`config.mk`:
```
export PLATFORM = sky130hd
export DESIGN_NAME = spgm_ctrl
export DESIGN_NICKNAME = d
export VERILOG_FILES = /design/src/rtl/core/spgm_pkg.sv /design/src/rtl/core/spgm_ctrl.sv
export SDC_FILE = /design/constraint.sdc
export NUM_CORES = 1
export LEC_CHECK = 0
export ABC_AREA = 0
export BUFFER_PORTS_ARGS = -buffer_cell sky130_fd_sc_hd__buf_2
export CORE_MARGIN = 10
export CORE_UTILIZATION = 61
export CTS_CLUSTER_DIAMETER = 100
export DETAILED_ROUTE_END_ITERATION = 7
export PLACE_DENSITY = 0.81
export SETUP_SLACK_MARGIN = 0.3
export SYNTH_ARGS = -nofsm -noshare
export SYNTH_HDL_FRONTEND = slang
export SYNTH_SLANG_ARGS = --single-unit
```
`constraint.sdc`:
```
create_clock -name clk -period 4.6 [get_ports clk]
set_clock_uncertainty 0.05 [all_clocks]
set_input_delay 0.46 -clock clk [delete_from_list [all_inputs] [get_ports clk]]
set_output_delay 0.46 -clock clk [all_outputs]
set_load 0.05 [all_outputs]
```
`src/rtl/core/spgm_pkg.sv`:
```
`timescale 1ns / 1ps
// shared types, register indexes and constants of the gradient magnitude unit
package spgm_pkg;

	localparam int PIXEL_W      = 8;
	localparam int CFG_INDEX_W  = 2;
	localparam int CFG_DATA_W   = 13;
	localparam int WIDTH_REG_W  = 11;
	localparam int HEIGHT_REG_W = 13;
	localparam int GRAD_W       = 11;
	localparam int SQ_W         = 20;
	localparam int SUM_W        = 21;
	localparam int ROOT_BIT_W   = 3;

	localparam logic [SUM_W-1:0]        SAT_LIMIT    = 21'd65280;
	localparam logic [WIDTH_REG_W-1:0]  WIDTH_RESET  = 11'd640;
	localparam logic [HEIGHT_REG_W-1:0] HEIGHT_RESET = 13'd480;

	typedef enum logic [CFG_INDEX_W-1:0] {
		REG_KERNEL_SELECT = 2'd0,
		REG_IMAGE_WIDTH   = 2'd1,
		REG_IMAGE_HEIGHT  = 2'd2
	} cfg_reg_t;

	typedef enum logic {
		KERNEL_SOBEL   = 1'b0,
		KERNEL_PREWITT = 1'b1
	} kernel_t;

	typedef enum logic {
		MODE_PIXEL = 1'b0,
		MODE_DRAIN = 1'b1
	} mode_t;

	typedef struct packed {
		logic               mode;
		logic [PIXEL_W-1:0] pixel;
	} in_item_t;

	typedef struct packed {
		logic [PIXEL_W-1:0] magnitude;
		logic               end_of_row;
		logic               end_of_frame;
	} out_item_t;

	typedef struct packed {
		logic                  capture;
		logic                  drain;
		logic                  step;
		logic                  pre;
		logic                  top_refl;
		logic                  bot_refl;
		logic                  left_refl;
		logic                  prewitt;
		logic                  square;
		logic                  sum;
		logic                  root;
		logic [ROOT_BIT_W-1:0] root_bit;
		logic                  load_out;
		logic                  end_of_row;
		logic                  end_of_frame;
	} dp_cmd_t;

	typedef struct packed {
		logic out_free;
	} dp_sts_t;

endpackage

```
`src/rtl/core/spgm_ctrl.sv`:
```
`timescale 1ns / 1ps
// controller: raster counters, configuration registers and sequencing state machine
module spgm_ctrl import spgm_pkg::*; #(
	parameter int MAX_WIDTH = 1024,
	parameter int MAX_HEIGHT = 4096,
	localparam int COL_W = $clog2(MAX_WIDTH),
	localparam int ROW_W = $clog2(MAX_HEIGHT + 2)
) (
	input  logic                   clk,
	input  logic                   arst_n,
	input  logic                   item_valid,
	output logic                   item_ready,
	input  logic                   item_mode,
	input  logic                   cfg_valid,
	output logic                   cfg_ready,
	input  logic [CFG_INDEX_W-1:0] cfg_index,
	input  logic [CFG_DATA_W-1:0]  cfg_data,
	output logic [COL_W-1:0]       col,
	output dp_cmd_t                cmd,
	input  dp_sts_t                sts
);

	typedef enum logic [2:0] {
		ST_IDLE,
		ST_STEP,
		ST_MUL,
		ST_SUM,
		ST_ROOT,
		ST_DONE
	} state_t;

	state_t                  state_q;
	logic [COL_W-1:0]        col_q;
	logic [ROW_W-1:0]        row_q;
	logic                    kernel_q;
	logic [WIDTH_REG_W-1:0]  width_q;
	logic [HEIGHT_REG_W-1:0] height_q;
	logic                    pre_q;
	logic                    produce_q;
	logic                    top_q;
	logic                    bot_q;
	logic                    left_q;
	logic                    eor_q;
	logic                    eof_q;
	logic [ROOT_BIT_W-1:0]   bit_q;

	logic [COL_W:0]   eff_w;
	logic [ROW_W-1:0] eff_h;
	logic [COL_W-1:0] w_m1;
	logic [ROW_W-1:0] h_m1;
	logic             drain_pos;
	logic             ignore;
	logic             accept;
	logic             pre;
	logic             post;
	logic             frame_end;
	logic [ROW_W-1:0] row_out;
	logic [COL_W-1:0] col_out;
	logic [COL_W:0]   col_inc;

	// clamp frame size to the supported range
	always_comb begin
		int w_lim;
		int h_lim;
		w_lim = int'(width_q);
		h_lim = int'(height_q);
		if (w_lim < 2) w_lim = 2;
		if (w_lim > MAX_WIDTH) w_lim = MAX_WIDTH;
		if (h_lim < 2) h_lim = 2;
		if (h_lim > MAX_HEIGHT) h_lim = MAX_HEIGHT;
		eff_w = (COL_W+1)'(w_lim);
		eff_h = ROW_W'(h_lim);
	end

	always_comb begin
		w_m1      = COL_W'(eff_w - 1'b1);
		h_m1      = ROW_W'(eff_h - 1'b1);
		item_ready = (state_q == ST_IDLE);
		cfg_ready = 1'b1;
		accept    = item_valid && item_ready;
		drain_pos = (row_q >= eff_h);
		ignore    = !drain_pos && (item_mode == MODE_DRAIN);
		pre       = (col_q == '0) && (row_q >= ROW_W'(2));
		post      = (col_q != '0) && (row_q != '0);
		frame_end = (row_q > eff_h);
		row_out   = pre ? ROW_W'(row_q - ROW_W'(2)) : ROW_W'(row_q - 1'b1);
		col_out   = pre ? w_m1 : COL_W'(col_q - 1'b1);
		col_inc   = {1'b0, col_q} + 1'b1;
	end

	always_ff @(posedge clk or negedge arst_n) begin
		if (!arst_n) begin
			state_q   <= ST_IDLE;
			col_q     <= '0;
			row_q     <= '0;
			kernel_q  <= KERNEL_SOBEL;
			width_q   <= WIDTH_RESET;
			height_q  <= HEIGHT_RESET;
			pre_q     <= 1'b0;
			produce_q <= 1'b0;
			top_q     <= 1'b0;
			bot_q     <= 1'b0;
			left_q    <= 1'b0;
			eor_q     <= 1'b0;
			eof_q     <= 1'b0;
			bit_q     <= '0;
		end else begin
			case (state_q)
				ST_IDLE: begin
					if (accept && !ignore) begin
						pre_q     <= pre;
						produce_q <= pre || post;
						top_q     <= (row_out == '0);
						bot_q     <= (row_out == h_m1);
						left_q    <= (col_out == '0);
						eor_q     <= (col_out == w_m1);
						eof_q     <= (col_out == w_m1) && (row_out == h_m1);
						if (frame_end) begin
							col_q <= '0;
							row_q <= '0;
						end else if (col_inc >= eff_w) begin
							col_q <= '0;
							row_q <= ROW_W'(row_q + 1'b1);
						end else begin
							col_q <= col_inc[COL_W-1:0];
						end
						state_q <= ST_STEP;
					end
				end
				ST_STEP: begin
					state_q <= produce_q ? ST_MUL : ST_IDLE;
				end
				ST_MUL: begin
					state_q <= ST_SUM;
				end
				ST_SUM: begin
					bit_q   <= '1;
					state_q <= ST_ROOT;
				end
				ST_ROOT: begin
					if (bit_q == '0) begin
						state_q <= ST_DONE;
					end else begin
						bit_q <= bit_q - 1'b1;
					end
				end
				ST_DONE: begin
					if (sts.out_free) begin
						state_q <= ST_IDLE;
					end
				end
				default: begin
					state_q <= ST_IDLE;
				end
			endcase
			if (cfg_valid && cfg_ready) begin
				case (cfg_index)
					REG_KERNEL_SELECT: begin
						kernel_q <= cfg_data[0];
					end
					REG_IMAGE_WIDTH: begin
						width_q <= cfg_data[WIDTH_REG_W-1:0];
						col_q   <= '0;
						row_q   <= '0;
					end
					REG_IMAGE_HEIGHT: begin
						height_q <= cfg_data[HEIGHT_REG_W-1:0];
						col_q    <= '0;
						row_q    <= '0;
					end
					default: begin
					end
				endcase
			end
		end
	end

	always_comb begin
		cmd              = '0;
		cmd.capture      = accept && !ignore;
		cmd.drain        = drain_pos;
		cmd.step         = (state_q == ST_STEP);
		cmd.pre          = pre_q;
		cmd.top_refl     = top_q;
		cmd.bot_refl     = bot_q;
		cmd.left_refl    = left_q;
		cmd.prewitt      = (kernel_q == KERNEL_PREWITT);
		cmd.square       = (state_q == ST_MUL);
		cmd.sum          = (state_q == ST_SUM);
		cmd.root         = (state_q == ST_ROOT);
		cmd.root_bit     = bit_q;
		cmd.load_out     = (state_q == ST_DONE) && sts.out_free;
		cmd.end_of_row   = eor_q;
		cmd.end_of_frame = eof_q;
	end

	assign col = col_q;

endmodule

```
[Word-level counts from Yosys, hierarchy flattened]
Cells that the tools add are included.
Storage, ports and cells
  output and inout bits: 29
  register bits after elaboration: 61
Cells by class
  add/sub/neg operators: 8
  multiplexer cells: 25
  reductions and logical operators: 26
  magnitude comparators: 8
  equal/unequal tests: 13
Operator list (count)
  13-bit 2-to-1 mux: 9
  10-bit 2-to-1 mux: 7
  32-bit by 12-bit greater-than comparator with 1-bit output (second input constant): 1
  32-bit by 14-bit greater-than comparator with 1-bit output (second input constant): 1
  13-bit by 1-bit subtractor with 13-bit output (second input constant): 2
  11-bit 2-to-1 mux: 2
  10-bit zero test: 2
  10-bit by 1-bit subtractor with 10-bit output (second input constant): 2
  3-bit case mux with 6 select lines: 1
  13-bit by 1-bit adder with 13-bit output (second input constant): 1
  13-bit == test: 1
  13-bit >= comparator: 1
  13-bit by 2-bit >= comparator with 1-bit output (second input constant): 1
  13-bit greater-than comparator: 1
  13-bit zero test: 1
  13-bit by 2-bit less-than comparator with 1-bit output (second input constant): 1
  13-bit nonzero test: 1
  13-bit by 2-bit subtractor with 13-bit output (second input constant): 1
  3-bit 2-to-1 mux: 4
  10-bit by 1-bit adder with 11-bit output (second input constant): 1
  11-bit >= comparator: 1
  11-bit by 2-bit less-than comparator with 1-bit output (second input constant): 1
  10-bit == test: 1
  2-bit AND reduction: 5
  other kinds (19): 31

[Longest topological paths before layout]
Gate-level depths: netlist (run 1).
  depth after elaboration: 13
  gate-level depth with buffers: 15
  gate-level depth less buffers: 14

[Worst setup path after synthesis (run 1)]
Ideal clock, no wire load.
  kind: flip-flop to flip-flop
  start point: register height_q[3]
  end point: register row_q[4]
  path buffers: 0
  slack: 798 ps
  data arrival time: 3628 ps
  required time: 4426 ps
  library setup time: 124 ps
  stages on the path, launching flop included: 13
  clock period less this slack: 3802 ps
  cell sequence: dfrtp_1 -> nor4_1 -> nand2_1 -> o311a_1 -> ha_1 -> nand2b_1 -> a21oi_1 -> o31ai_1 -> a221oi_1 -> o211ai_1 -> nor4_2 -> a211oi_1 -> a211o_1
Between the ends
  word-level cells in the longest chain between the ends: 13
  elaborated cells on any way between the ends: 15
RTL lines
  start: declaration: RTL line spgm_ctrl.sv:37  | logic [HEIGHT_REG_W-1:0] height_q;
  start signal: assignment: RTL line spgm_ctrl.sv:167  | height_q <= cfg_data[HEIGHT_REG_W-1:0];
  13-bit by 2-bit less-than comparator with 1-bit output: RTL line spgm_ctrl.sv:69  | if (h_lim < 2) h_lim = 2;
  13-bit 2-to-1 mux *: RTL line spgm_ctrl.sv:69
  32-bit by 14-bit greater-than comparator with 1-bit output: RTL line spgm_ctrl.sv:70  | if (h_lim > MAX_HEIGHT) h_lim = MAX_HEIGHT;
  13-bit 2-to-1 mux *: RTL line spgm_ctrl.sv:70
  13-bit >= comparator: RTL line spgm_ctrl.sv:81  | drain_pos = (row_q >= eff_h);
  1-bit zero test: RTL line spgm_ctrl.sv:82  | ignore = !drain_pos && (item_mode == MODE_DRAIN);
  1-bit logical AND: RTL line spgm_ctrl.sv:82
  1-bit zero test: RTL line spgm_ctrl.sv:110  | if (accept && !ignore) begin
  1-bit logical AND: RTL line spgm_ctrl.sv:110
  13-bit 2-to-1 mux *: RTL line spgm_ctrl.sv:110
  13-bit 2-to-1 mux *: RTL line spgm_ctrl.sv:108  | case (state_q)
  13-bit 2-to-1 mux: RTL line spgm_ctrl.sv:157  | case (cfg_index)
  13-bit 2-to-1 mux *: RTL line spgm_ctrl.sv:156  | if (cfg_valid && cfg_ready) begin
  end signal: assignment: RTL line spgm_ctrl.sv:123  | row_q <= ROW_W'(row_q + 1'b1);
  end: declaration: RTL line spgm_ctrl.sv:34  | logic [ROW_W-1:0] row_q;
Mark *: on every way between the ends. The rest lies on a longest branch, timed or not.
A chain may end at the register's enable or synchronous reset.

==> metrics.cfg, run 1 <==
[placed_design]
gp_congestion=0.9661
post-dp-hpwl_um=11680
port_buffers=48
placed_cells=784

[die]
io_pins=50
initial_core_util=0.6331
die_h_um=115.8
core_region_area_um2=8848
die_area_um2=13420
die_w_um=115.8
core.rowCount=34

[cts]
cts_made_buffers=9
clock_latency_ns=0.36
cts_tree=yes
cts.sinks=61
cts_root_buf=clkbuf_8
clk_pin_slew_ns=0.09
cts_htree_levels=3
cts_buffer_depth=2

[critical_path]
critPathCaptureType=primary output
critPathRequiredTime_ns=4.09
critPathLaunchType=register
crit_arrival_ns=3.49
reg2reg_slack_ns=0.61
path_class=register to primary output
crit_fanout=33

[sta]
worst_hold_slack_ns=0.1907
tightest_slew_ns=1.021
finalCriticalPeriod_ns=3.997
relSlewSlack=0.3150
finalSetupViolCount=0
rsz0062_at_grt=no
timing_hold_violations_final=0
fmax_mhz=250.2
fin_crit_sh=0.8689
tns_ns=0
slew_viol_final=0

[power]
p_leak_nw=2.711
swShare=0.4920
p_seq_frac=0.280
p_comb_frac=0.535
ir_drop_mv=0.2857
p_per_area_nw_per_um2=513.9
switchingPower_w=0.001541
power.share.clock=0.185
internal_power_w=0.001591

[layout]
area_delta_synth_final_pct=8.778
final_common_cell=nand2_1
antennaDiodeCount=0
stdcell_count=800
drive_above_1_share=0.1994
layout_common_cells=nand2_1 (74), dfrtp_1 (55), buf_2 (48), nor2_1 (43), ha_1 (38)
nFillCells=747
fin_nets=747

[route]
avgRoutedWirePerCell_um=19.36
drc=0
drt.antenna.violating_nets=0
drt-pass1-iter-count=6
vias=5287
drtIter0Drc=594
via_per_inst=6.609
totalWireLength_um=15480

[job]
cap_viol_max_count=0

[synth]
syn_inst=661
synthFlopType=dfrtp_1
avgSynthCellArea_um2=8.474
synth_edf_count=0
ys_warn_count=0
async_reset_ff_frac=1.000
synth_nets=721
synth_area_um2=5602
seq_area_frac_synth=0.2738
synth.distinct_cells=82
ys_seq_elements=61

[grt]
antenna_found_initial=0
grtUsageTotal=0.2312
grt_pass1_vias=5090
grt_max_degree=62
grt_overflow_total=0
grt_pass1_wl_um=25320

[hold_path]
hold_path_class=input pin to async pin

[status]
status=finished clean

power by group through the flow:
stage               clock (W)  sequential [W]  combinational (W)
finish               0.000578        0.000877            0.00168
global route         0.000604        0.000902            0.00183
CTS                  0.000579        0.000867            0.00166
detailed placement          0        0.000877            0.00165
global placement            0        0.000869            0.00160
floorplan                   0        0.000912            0.00123
routing by layer:
| metal | global-route usage | share of wire |
|---|---|---|
| met1 | 0.3103 | 0.44 |
| met4 | 0.07673 | 0.018 |
| met5 | 0 | 0 |
| met2 | 0.3580 | 0.45 |
| met3 | 0.05530 | 0.094 |
cell usage after synthesis, types with 5 or more instances:
cell type	count	area (µm²)
ha_1	39	488.0
a21oi_1	26	130.1
a31oi_1	19	118.9
nor4_1	7	43.79
nor2b_1	5	31.28
dfstp_2	6	157.7
mux2_2	27	304.0
and2_1	7	43.79
nand2b_1	9	56.30
nand4_1	10	62.56
o31ai_1	5	37.54
inv_1	28	105.1
nor2_1	43	161.4
or2_2	8	50.05
nor3b_1	6	45.04
xnor2_1	29	254.0
clkbuf_1	26	97.59
buf_4	9	67.56
and3_1	9	56.30
o21ai_0	27	135.1
dfrtp_1	55	1376
nand3_1	27	135.1
nor3_1	18	90.09
xor2_1	13	113.9
a21o_1	10	75.07
or4_1	6	45.04
nand2_1	74	277.8
mux2i_1	9	90.09
or3_1	10	62.56
what timing repair did:
item	in CTS	in global routing
resized for setup	0	5
hold buffers	0	0
endpoints found under the setup margin	0	15
buffers inserted	0	0
worst max-delay path, stage by stage (launching register included):
cell and delay [ns]:
dfrtp_1 0.46, nor4_1 0.30, buf_4 0.19, nand2_1 0.07, nor3_1 0.16, o21ai_0 0.15, ha_1 0.37, nand2b_1 0.06
a21oi_1 0.13, o31ai_1 0.09, a221oi_2 0.43, o211ai_1 0.18, buf_6 0.21, clkinv_1 0.08, buf_2 0.26
logic make-up after synthesis:
logic type	after synthesis	share of synthesized area
adders and majority gates	39	0.08711
AOI/OAI and AO/OA	148	0.1892
xor gates and xnor gates	43	0.06969
and+or+nand+nor	262	0.2517
DFF	61	0.2738
other	1	0.0006694
muxes	37	0.07304
buffers and inverters	70	0.05472
per-stage QoR:
step	worst slack, ns	instance area [µm²]	power, W	util
detailed placement	0.3775	5839	0.002523	0.6599
global placement	0.5930	5839	0.002474	0.6599
global route	0.3274	6093	0.003335	0.6886
floorplan	0.7980	5602	0.002138	-
CTS	0.3228	6067	0.003107	0.6857
finish	0.6031	6093	0.003132	0.6886
worst paths after layout:
path | endpoint | depth (start not counted) | from
max | cmd[16] | 14 | height_q[3]$_DFFE_PN0P_
min | col[0]$_DFF_PN0_ | 2 | arst_n
max reg2reg | eof_q$_DFFE_PN0P_ | 12 | width_q[5]$_DFFE_PN0P_
min reg2reg | left_q$_DFFE_PN0P_ | 2 | left_q$_DFFE_PN0P_
max in group asynchronous | height_q[3]$_DFFE_PN0P_ | 2 | arst_n
min in group clk | height_q[12]$_DFFE_PN0P_ | 2 | cfg_data[12]
flip-flops by register name (all words and copies together), names as in the netlist:
name	cells
height_q	13
left_q	1
eof_q	1
bot_q	1
bit_q	3
top_q	1
col	10
eor_q	1
row_q	13
kernel_q	1
width_q	11
pre_q	1
state_q	3
produce_q	1
cell type report:
cell class / count / area [µm²] / share of cell area
Timing Repair Buffer: 56 / 304.0 / 0.04990
Clock inverter: 7 / 103.9 / 0.01704
Sequential cell: 61 / 1534 / 0.2517
Clock buffer: 9 / 123.9 / 0.02033
Tap cell: 108 / 135.1 / 0.02218
Multi-Input combinational cell: 530 / 3784 / 0.6209
Inverter: 29 / 108.9 / 0.01786
(Power assumes the default switching activity.)
==> run 2, diff against run 1 <==
Settings changed: PLACE_DENSITY 0.81 to default, PLACE_DENSITY_LB_ADDON from default to 0.1.
==> metrics.cfg, run 2 (same netlist as run 1, synthesis figures left out) <==
[power]
power.share.clock=0.153  ; -0.032
p_seq_frac=0.290  ; +0.010
swShare=0.5087  ; +0.01665
ir_drop_mv=0.2610  ; -8.7%
p_leak_nw=2.694  ; -0.64%
switchingPower_w=0.001539  ; -0.11%
p_per_area_nw_per_um2=498.7  ; -3.0%
p_comb_frac=0.557  ; +0.022
internal_power_w=0.001487  ; -6.5%

[layout]
final-seq-area_um2=1534  ; unchanged
nFillCells=748  ; +0.13%
final_common_cell=nand2_1
fin_nets=750  ; +0.40%
layout_common_cells=nand2_1 (74), dfrtp_1 (55), buf_2 (48), nor2_1 (42), ha_1 (38)
largestRegisters=height_q: 13 flops, row_q: 13 flops, width_q: 11 flops
drive_above_1_share=0.2029  ; +0.003456
area_delta_synth_final_pct=8.309
post-route-util=0.6857  ; -0.002969
antennaDiodeCount=0  ; unchanged
multiInputGateArea_um2=3780  ; about the same

[critical_path]
critPathCaptureType=primary output
critPathLaunchType=register
critPathRequiredTime_ns=4.09  ; about the same
path_class=register to primary output
crit_arrival_ns=3.62  ; +0.13 ns
crit_fanout=9  ; -73%

[sta]
fin_crit_sh=0.8982  ; +0.02930
relSlewSlack=0.3264  ; +0.01143
rsz0062_at_grt=yes
timing_hold_violations_final=0  ; unchanged
finalCriticalPeriod_ns=4.132  ; +0.1348 ns
tns_ns=0  ; unchanged
tightest_slew_ns=1.004  ; -0.01703 ns
worst_hold_slack_ns=0.2169  ; +0.02624 ns
fmax_mhz=242.0  ; -3.3%
finalSetupViolCount=0  ; unchanged
slew_viol_final=0  ; unchanged

[route]
totalWireLength_um=15660  ; +1.1%
via_per_inst=6.476  ; -2.0%
vias=5200  ; -1.6%
drc=0  ; unchanged
avgRoutedWirePerCell_um=19.50  ; +0.75%
drtIter0Drc=544  ; -8.4%
drt.antenna.violating_nets=0  ; unchanged
drt-pass1-iter-count=5  ; -1

[die]
die_h_um=115.8  ; unchanged
die_w_um=115.8  ; unchanged
initial_core_util=0.6331  ; unchanged
die_area_um2=13420  ; unchanged
core_region_area_um2=8848  ; unchanged
io_pins=50  ; unchanged
core.rowCount=34  ; unchanged

[grt]
grt_overflow_total=0  ; unchanged
grt_pass1_vias=4942  ; -2.9%
antenna_found_initial=0  ; unchanged
grt_pass1_wl_um=25720  ; +1.6%
grtUsageTotal=0.2371  ; +0.005870
grt_max_degree=62  ; unchanged

[cts]
cts_setup_buffers=0  ; unchanged
cts_root_buf=clkbuf_8
clk_pin_slew_ns=0.09  ; about the same
cts.sinks=61  ; unchanged
clock_latency_ns=0.36  ; about the same
cts_htree_levels=3  ; unchanged
cts_tree=yes
cts_buffer_depth=2  ; unchanged
cts_resized=0  ; unchanged
cts_made_buffers=9  ; unchanged
cts_hold_buf=0  ; unchanged

[status]
status=finished clean

[placed_design]
post-dp-hpwl_um=11790  ; +0.87%
port_buffers=48  ; unchanged
gp_congestion=0.9707  ; +0.48%

[job]
cap_viol_max_count=0  ; unchanged

[hold_path]
hold_path_class=input pin to async pin

-- run 2: power by group through the flow --
stage          logic [W]  registers (W)  clock network [W]
2_1_floorplan    0.00123       0.000912                  0
3_3_place_gp     0.00162       0.000868                  0
3_5_place_dp     0.00165       0.000879                  0
4_1_cts          0.00166       0.000869           0.000472
5_1_grt          0.00185       0.000904           0.000493
6_report         0.00169       0.000877           0.000464
-- run 2: final timing paths --
kind | startpoint | end | slack (ns) | cells past startpoint
worst max-delay path | height_q[9]$_DFFE_PN0P_ | cmd[16] | 0.47 | 12
worst min-delay path | arst_n | col[3]$_DFF_PN0_ | 0.22 | 2
worst max register to register | width_q[6]$_DFFE_PN0P_ | row_q[9]$_DFF_PN0_ | 0.57 | 14
worst min register to register | eor_q$_DFFE_PN0P_ | eor_q$_DFFE_PN0P_ | 0.42 | 2
max in group asynchronous | arst_n | height_q[3]$_DFFE_PN0P_ | 3.76 | 2
min in group clk | cfg_data[12] | height_q[12]$_DFFE_PN0P_ | 0.29 | 2
-- run 2: area by class of cell --
| cell class | instances | share of cell area |
|---|---|---|
| clock inverters | 6 | 0.008043 |
| multi-input cells | 530 | 0.6230 |
| clock buffers | 10 | 0.02269 |
| well taps | 108 | 0.02227 |
| flip-flops and latches | 61 | 0.2528 |
| repair buffers | 59 | 0.05321 |
| inverters | 29 | 0.01794 |
-- run 2: per-layer routing --
layer  vias to the layer above  global-route usage  part of all wire
li1                       2474                   -                 -
met2                       217              0.3625              0.45
met5                         -                   0                 0
met1                      2475              0.3202              0.45
met3                        34             0.05271             0.077
met4                         0             0.08924             0.027
-- run 2: critical path, stage by stage, from the launching register on --
cell,delay (ns)
dfrtp_1,0.43
nor4_1,0.46
nand2b_1,0.13
nor3_1,0.17
o21ai_0,0.14
ha_1,0.33
nand2b_1,0.08
a21oi_1,0.06
o31ai_1,0.26
a221oi_2,0.16
o211ai_1,0.29
clkinv_1,0.40
buf_2,0.35
-- run 2: through the flow --
stage	std cells	total power, W	area, µm²	setup WS, ns
after global routing	803	0.003247	6067	0.1566
after CTS	803	0.003005	6048	0.3374
final	803	0.003026	6067	0.4683
after floorplan	661	0.002138	5602	0.7980
after detailed placement	787	0.002531	5862	0.4012
after global placement	787	0.002491	5862	0.6801
